**config.mk**
```make
export PLATFORM = sky130hd
export DESIGN_NAME = acov_div
export DESIGN_NICKNAME = d
export VERILOG_FILES = /design/src/hw/rtl/acov_pkg.sv /design/src/hw/rtl/acov_div.sv
export SDC_FILE = /design/constraint.sdc
export NUM_CORES = 1
export LEC_CHECK = 0
export ABC_CLOCK_PERIOD_IN_PS = 2350
export BUFFER_PORTS_ARGS = -buffer_cell sky130_fd_sc_hd__buf_2
export CAP_MARGIN = 15
export CORE_UTILIZATION = 49
export DETAILED_ROUTE_END_ITERATION = 10
export GPL_TIMING_DRIVEN = 0
export PLACE_DENSITY_LB_ADDON = 0.12
export SYNTH_ARGS = -nofsm -noshare
export SYNTH_HDL_FRONTEND = slang
export SYNTH_SLANG_ARGS = --single-unit
```
**constraint.sdc**
```tcl
create_clock -name clk -period 2.35 [get_ports clk]
set_input_delay 0.1175 -clock clk [delete_from_list [all_inputs] [get_ports clk]]
set_output_delay 0.1175 -clock clk [all_outputs]
set_load 0.05 [all_outputs]
```
**src/hw/rtl/acov_pkg.sv**
```systemverilog
// shared constants and types for the ancestry tract bin coverage block
// no dependencies; used by acov_div and ancestry_tract_bin_coverage under hw/rtl
package acov_pkg;

    localparam int POS_FRAC_BITS = 16;
    localparam int POS_W = POS_FRAC_BITS + 1;
    localparam logic [POS_W-1:0] ONE_POS = POS_W'(1) << POS_FRAC_BITS;

    localparam int KIND_W = 2;
    localparam logic [KIND_W-1:0] KIND_JUNCTION = 2'd0;
    localparam logic [KIND_W-1:0] KIND_QUERY = 2'd1;
    localparam logic [KIND_W-1:0] KIND_CLEAR = 2'd2;

    localparam int ANC_FIELD_W = 7;
    localparam int BIN_FIELD_W = 8;
    localparam int SHIFT_W = 4;
    localparam logic [SHIFT_W-1:0] SHIFT_RESET = 4'd4;

    localparam int SUM_W = 30;
    localparam logic [SUM_W-1:0] SUM_MAX = {SUM_W{1'b1}};

    localparam int IND_W = 13;
    localparam logic [IND_W-1:0] MAX_INDIVIDUALS = 13'd4096;
    localparam int DIV_W = IND_W + 1;

    localparam int DEF_MAX_ANCESTORS = 64;
    localparam int DEF_MAX_BINS = 256;

    typedef enum logic [2:0] {
        ST_CLEAR,
        ST_IDLE,
        ST_BIN_RD,
        ST_BIN_WR,
        ST_Q_RD,
        ST_Q_START,
        ST_Q_DIV,
        ST_OUT
    } state_t;

endpackage

```
**src/hw/rtl/acov_div.sv**
```systemverilog
// iterative restoring divider, one quotient bit per cycle
// depends on acov_pkg for the sum and divisor widths
module acov_div (
    input  logic                         clk,
    input  logic                         rst_n,
    input  logic                         start,
    input  logic [acov_pkg::SUM_W-1:0]   dividend,
    input  logic [acov_pkg::DIV_W-1:0]   divisor,
    output logic                         done,
    output logic [acov_pkg::SUM_W-1:0]   quotient
);

    localparam int CNT_W = $clog2(acov_pkg::SUM_W + 1);

    logic                        busy_reg, busy_next;
    logic                        done_reg, done_next;
    logic [CNT_W-1:0]            cnt_reg, cnt_next;
    logic [acov_pkg::DIV_W-1:0]  rem_reg, rem_next;
    logic [acov_pkg::DIV_W-1:0]  dsr_reg, dsr_next;
    logic [acov_pkg::SUM_W-1:0]  work_reg, work_next;
    logic [acov_pkg::DIV_W:0]    trial;
    logic                        ge;

    assign trial = {rem_reg, work_reg[acov_pkg::SUM_W-1]};
    assign ge = trial >= {1'b0, dsr_reg};

    always_comb
    begin
        busy_next = busy_reg;
        done_next = 1'b0;
        cnt_next  = cnt_reg;
        rem_next  = rem_reg;
        dsr_next  = dsr_reg;
        work_next = work_reg;
        if (start)
        begin
            busy_next = 1'b1;
            cnt_next  = '0;
            rem_next  = '0;
            dsr_next  = divisor;
            work_next = dividend;
        end
        else if (busy_reg)
        begin
            rem_next  = ge ? acov_pkg::DIV_W'(trial - {1'b0, dsr_reg})
                           : acov_pkg::DIV_W'(trial);
            work_next = {work_reg[acov_pkg::SUM_W-2:0], ge};
            cnt_next  = cnt_reg + CNT_W'(1);
            if (cnt_reg == CNT_W'(acov_pkg::SUM_W - 1))
            begin
                busy_next = 1'b0;
                done_next = 1'b1;
            end
        end
    end

    always_ff @(posedge clk or negedge rst_n)
    begin
        if (!rst_n)
        begin
            busy_reg <= 1'b0;
            done_reg <= 1'b0;
            cnt_reg  <= '0;
        end
        else
        begin
            busy_reg <= busy_next;
            done_reg <= done_next;
            cnt_reg  <= cnt_next;
        end
    end

    always_ff @(posedge clk)
    begin
        rem_reg  <= rem_next;
        dsr_reg  <= dsr_next;
        work_reg <= work_next;
    end

    assign done = done_reg;
    assign quotient = work_reg;

endmodule

```
==> Word level (Yosys, flattened, before mapping) <==
Cells that the tools add are included.
{ "totals": {"input_bits": 47, "word_cells": 22, "out_inout_bits": 31, "register_bits": 65} }
{ "classes": {"muxes": 11, "magnitude_cmp": 1, "eq_ne": 1, "reduce_logical": 1, "addsub": 2} }
{ "ops": {"columns": ["operator", "n"], "rows": [
  ["30-bit 2-to-1 mux", 2],
  ["15-bit by 14-bit greater-or-equal comparator with 1-bit output", 1],
  ["14-bit 2-to-1 mux", 1],
  ["14-bit subtractor", 1],
  ["5-bit 2-to-1 mux", 2],
  ["1-bit 2-to-1 mux", 6],
  ["5-bit by 1-bit adder with 5-bit output, second input constant", 1],
  ["5-bit == test, second input constant", 1],
  ["2-bit nonzero test", 1]
]} }

==> Depth between registers and ports, before layout <==
{ "logic_depth": {"word_depth": 4, "ltp_mapped": 10} }

==> Least setup slack after synthesis <==
Ideal clock, no wire load.
{ "synth_path": {"path_kind": "reg2reg", "startpoint": "register work_reg, in the netlist quotient[29]", "endpoint": "register rem_reg[8] (netlist name)", "path_stages_with_launch": 11, "synth_period_minus_slack_ns": 2.617, "setup_slack_ns": -0.267, "setup_time_ns": 0.103, "n_path_buf": 0, "t_required_ns": 2.247, "t_arrival_ns": 2.513, "cell_sequence": "edfxtp_1 > inv_1 > ha_1 > inv_1 > fa_1 > a21o_1 > a221oi_2 > nor2b_1 > o32ai_1 > a211oi_1 > a2111oi_2"} }
{ "synth_via": {"elab_chain_cells": 2, "elab_cells_between_ends": 3, "classes_between": "add/sub (1); order compare (1); mux (1)"} }
{ "synth_lines": {"columns": ["element", "line", "rtl"], "rows": [
  ["start: declaration", "acov_div.sv:20", "logic [acov_pkg::SUM_W-1:0] work_reg, work_next;"],
  ["start signal: assignment", "acov_div.sv:77", "work_reg <= work_next;"],
  ["14-bit subtractor or 15-bit by 14-bit greater-or-equal comparator with 1-bit output (tied branches)", "acov_div.sv:45, acov_div.sv:25", null],
  ["14-bit 2-to-1 mux (*)", "acov_div.sv:45", "rem_next = ge ? acov_pkg::DIV_W'(trial - {1'b0, dsr_reg})"],
  ["end signal: assignment", "acov_div.sv:75", "rem_reg <= rem_next;"],
  ["end: declaration", "acov_div.sv:18", "logic [acov_pkg::DIV_W-1:0] rem_reg, rem_next;"]
]} }
Every way passes the cells marked *; elsewhere a longest branch is shown, timed or not.
A chain may end at the register's enable or synchronous reset.

==> Worst setup path in the final report <==
{ "layout_path": {"startpoint": "register dsr_reg[1] (netlist name)", "endpoint": "register work_reg, in the netlist quotient[0] (data pin)"} }
{ "layout_via": {"elab_chain_cells": 3} }
{ "layout_lines": {"columns": ["element", "line", "rtl"], "rows": [
  ["start: declaration", "acov_div.sv:19", "logic [acov_pkg::DIV_W-1:0] dsr_reg, dsr_next;"],
  ["start signal: assignment", "acov_div.sv:76", "dsr_reg <= dsr_next;"],
  ["15-bit by 14-bit greater-or-equal comparator with 1-bit output", "acov_div.sv:25", "assign ge = trial >= {1'b0, dsr_reg};"],
  ["30-bit 2-to-1 mux", "acov_div.sv:43", "else if (busy_reg)"],
  ["30-bit 2-to-1 mux", "acov_div.sv:35", "if (start)"],
  ["named net work_next (one bit)", "acov_div.sv:20", null]
]} }
The timed path passes the listed nets, and every way through them passes these cells. The select of a mux whose other input is x is not followed.

==> metrics <==
H-tree lvl count 3; number of flip-flops in the largest register 30; data required time of the worst path 2.44 ns; count of yosys warnings during synthesis 0; Final GP Congestion 0.8875; commonest non-fill, non-tap cells in the layout sky130_fd_sc_hd__buf_2, sky130_fd_sc_hd__edfxtp_1, sky130_fd_sc_hd__mux2_2, sky130_fd_sc_hd__nor2_1, sky130_fd_sc_hd__inv_1; Vert. Die Dim 87.67 um; cells traversed along the worst timing path inv_2 > ha_1 > nor2b_1 > o21a_2 > o31ai_4 > a21bo_1 > buf_6 > nand2_2 > mux2_2; startpoint of the most critical setup path dsr_reg[1]; Slew HR 0.5093; antenna violations before repair 0; power density over the cells 1001 nW/um2; die span in x 87.67 um; combined buffer and inverter count along the critical path 2; FF+latch count, synth 65; global-route wire length before repair 12,390 um; Antenna diodes 0; gr usage total 0.2158; clock net sink count 65; outcome finished with violations; Min-Delay Path Class primary input to flop; final count of hold timing violations 0; Worst-Skew Late Latency 0.34 ns; commonest non-fill, non-tap cell in the layout sky130_fd_sc_hd__buf_2; static leakage 0.001969 uW; via count 2,818; worst voltage drop across the vdd grid 0.4785 mV; root buf cell sky130_fd_sc_hd__clkbuf_8; final non-filler cell area 4692 um2; drt total wl 8185 um; final critical-path setup slack -0.03100 ns; crit-path leading delay family compound AO/OA/AOI/OAI gates; Setup crit end kind flop; proportion of power drawn by combinational gates 0.447; total chip power 4696 uW; cell internal pwr 2913 uW; I/O pin count 78; CTS Buf Count 9; switching share of power 0.3797; Async S/R FF share, synth 0.1077; post-layout net count 486; kind of critical path flop to flop; Cell variety after synth 61; Critical-path top delay cell sky130_fd_sc_hd__edfxtp_1; Hold Startpoint dividend[14]; IO buf count 77; Mapped Area 3596 um2; die area 7685 um2; failing checks negative setup slack; Reg power frac 0.338; number of iterations in the first detailed-routing pass 4; via count of the first global-routing pass 2,594; Congestion Overflow GR 0; sequential share of the synthesized area 0.4941; CTS tree yes; cell count after synthesis 306; post-detailed-route DRC marker count 0; post-CTS clock slew at the launch and capture registers of the worst setup and hold paths 0.07 ns; wire length per cell 15.71 um; Crit path largest cell delay 0.38 ns; Crit Path Max Fanout 4; final-report setup violation count 1; highest clock frequency the design can meet 420.0 MHz; dominant synthesized flop cell sky130_fd_sc_hd__edfxtp_1; CP Data Arrival Time 2.47 ns; area growth from synthesis to layout 30.48%; Mapped Nets 371; synthesized area per cell 11.75 um2; final worst hold slack 0.07936 ns; placed inst area 4113 um2; biggest area contributors in the synthesized netlist sky130_fd_sc_hd__edfxtp_1, sky130_fd_sc_hd__mux2_2, sky130_fd_sc_hd__dfxtp_1; fraction of the cycle the final worst path needs 1.013; TNS Setup -0.03100 ns; count of standard-cell rows 30; portion of total power attributed to the clock network 0.215; number of vias per cell 5.409; HPWL reported at the end of detailed placement 5433 um; antenna-violating nets left 0; Clock Skews 0.01023 ns; Fill cells 531; core footprint 6944 um2; beginning of the worst register-to-register path dsr_reg[1]; count of max-cap constraint violations 0; Seq. cell area 1777 um2; Post-synth EDFFs 44; P_sw 1783 uW; largest net degree at the start of global routing 32; setup repair after global routing missed its margin true; ratio of cells with drive above 1 in the final layout 0.4165; Initial Util 0.5178; Multi-input gate area 1792 um2; CP Launch Type flop; cell type with the largest total area after synthesis sky130_fd_sc_hd__edfxtp_1; deepest clock path buffer count 2; final critical delay including setup and external delays 2.381 ns; Synth top area share 0.3674; pin slew with the least headroom to its limit 0.7361 ns; number of design-rule violations left by the first detailed-router iteration 151; final max-slew violation count 0
[power by group through the flow]
stage	Sequential, uW	Clock, uW	Combinational [uW]
floorplan	1790	0	1210
global placement	1590	0	1790
detailed placement	1590	0	1810
CTS	1570	1040	1910
global route	1610	1080	2260
finish	1590	1010	2100
[synth_stat cells (2+ instances only)]
cell                       instances
sky130_fd_sc_hd__o41ai_1           2
sky130_fd_sc_hd__and3_1            4
sky130_fd_sc_hd__dfxtp_1          14
sky130_fd_sc_hd__o311ai_2          2
sky130_fd_sc_hd__ha_1             17
sky130_fd_sc_hd__dfrtp_1           7
sky130_fd_sc_hd__buf_1             5
sky130_fd_sc_hd__buf_2             2
sky130_fd_sc_hd__nand2_2           3
sky130_fd_sc_hd__nor2_1           20
sky130_fd_sc_hd__o21a_1            2
sky130_fd_sc_hd__nand3b_1          5
sky130_fd_sc_hd__o21ai_1           8
sky130_fd_sc_hd__o21ai_0           7
sky130_fd_sc_hd__nor4_1            2
sky130_fd_sc_hd__a211o_1           2
sky130_fd_sc_hd__nand3_1           7
sky130_fd_sc_hd__mux2_2           30
sky130_fd_sc_hd__a21o_1            4
sky130_fd_sc_hd__o211ai_1          2
sky130_fd_sc_hd__o31ai_1           4
sky130_fd_sc_hd__nor2b_1           5
sky130_fd_sc_hd__inv_1            22
sky130_fd_sc_hd__a311oi_2          7
sky130_fd_sc_hd__clkbuf_1          5
sky130_fd_sc_hd__nand4_1           5
sky130_fd_sc_hd__nor3_1            2
sky130_fd_sc_hd__edfxtp_1         44
sky130_fd_sc_hd__a21oi_1           6
sky130_fd_sc_hd__a31o_2            2
sky130_fd_sc_hd__buf_4             2
sky130_fd_sc_hd__a31oi_1           2
sky130_fd_sc_hd__xnor2_1           5
sky130_fd_sc_hd__a211oi_1          5
sky130_fd_sc_hd__nand2_1          14
sky130_fd_sc_hd__xor2_1            6
[worst register-to-register path: stages, from the launching register on]
cell,delay (ns)
sky130_fd_sc_hd__edfxtp_1,0.38
sky130_fd_sc_hd__inv_2,0.09
sky130_fd_sc_hd__ha_1,0.24
sky130_fd_sc_hd__nor2b_1,0.17
sky130_fd_sc_hd__o21a_2,0.24
sky130_fd_sc_hd__o31ai_4,0.33
sky130_fd_sc_hd__a21bo_1,0.19
sky130_fd_sc_hd__buf_6,0.12
sky130_fd_sc_hd__nand2_2,0.10
sky130_fd_sc_hd__mux2_2,0.29
[what timing repair did]
| action | CTS | global route |
|---|---|---|
| cloned | 0 | 2 |
| endpoints found under the hold margin | 21 | 0 |
| resized for setup | 6 | 30 |
| hold buffers | 15 | 0 |
| endpoints found under the setup margin | 8 | 14 |
| pin swaps | 5 | 11 |
| setup buffers | 3 | 7 |
[metrics by stage]
stage               std cells  utilization  worst slack [ns]
floorplan                 306            -          -0.09624
global placement          479       0.5923           -0.1426
finish                    521       0.6757          -0.03100
CTS                       512       0.6494          -0.04312
detailed placement        479       0.5923           -0.1666
global route              521       0.6757           -0.1191
[cells by family after synthesis]
kind of cell	count (synthesis)	share of synthesized area
mux	30	0.09394
compound gates	72	0.1708
flops	65	0.4941
xor+xnor	11	0.02679
buf+inv	37	0.04349
simple gates	73	0.1061
fa+ha+maj	18	0.06472
[worst paths after layout]
check | to | slack, ns | depth (start not counted)
worst max-delay path | quotient[0] | -0.03 | 9
worst min-delay path | quotient[14] | 0.08 | 2
worst max register to register | quotient[0] | -0.03 | 9
worst min register to register | rem_reg[2] | 0.54 | 2
max in group asynchronous | cnt_reg[1] | 2.06 | 2
min in group asynchronous | busy_reg | 0.14 | 2
[area by class of cell]
type                       instances  area share
multi-input combinational        204      0.3819
sequential                        65      0.3787
timing repair buffer             104      0.1344
clock buffer                      11     0.02800
tap                               96     0.02560
buffer                            15     0.01920
inverter                          22     0.01760
clock inverter                     4     0.01467
[layer usage]
metal,vias up,global-route usage,share of wire
met4,0,0.05663,0.0084
met5,-,0,0
met2,92,0.3565,0.50
li1,1380,-,-
met3,5,0.06880,0.056
met1,1341,0.2749,0.44
Power figures use the tool's default switching activity.
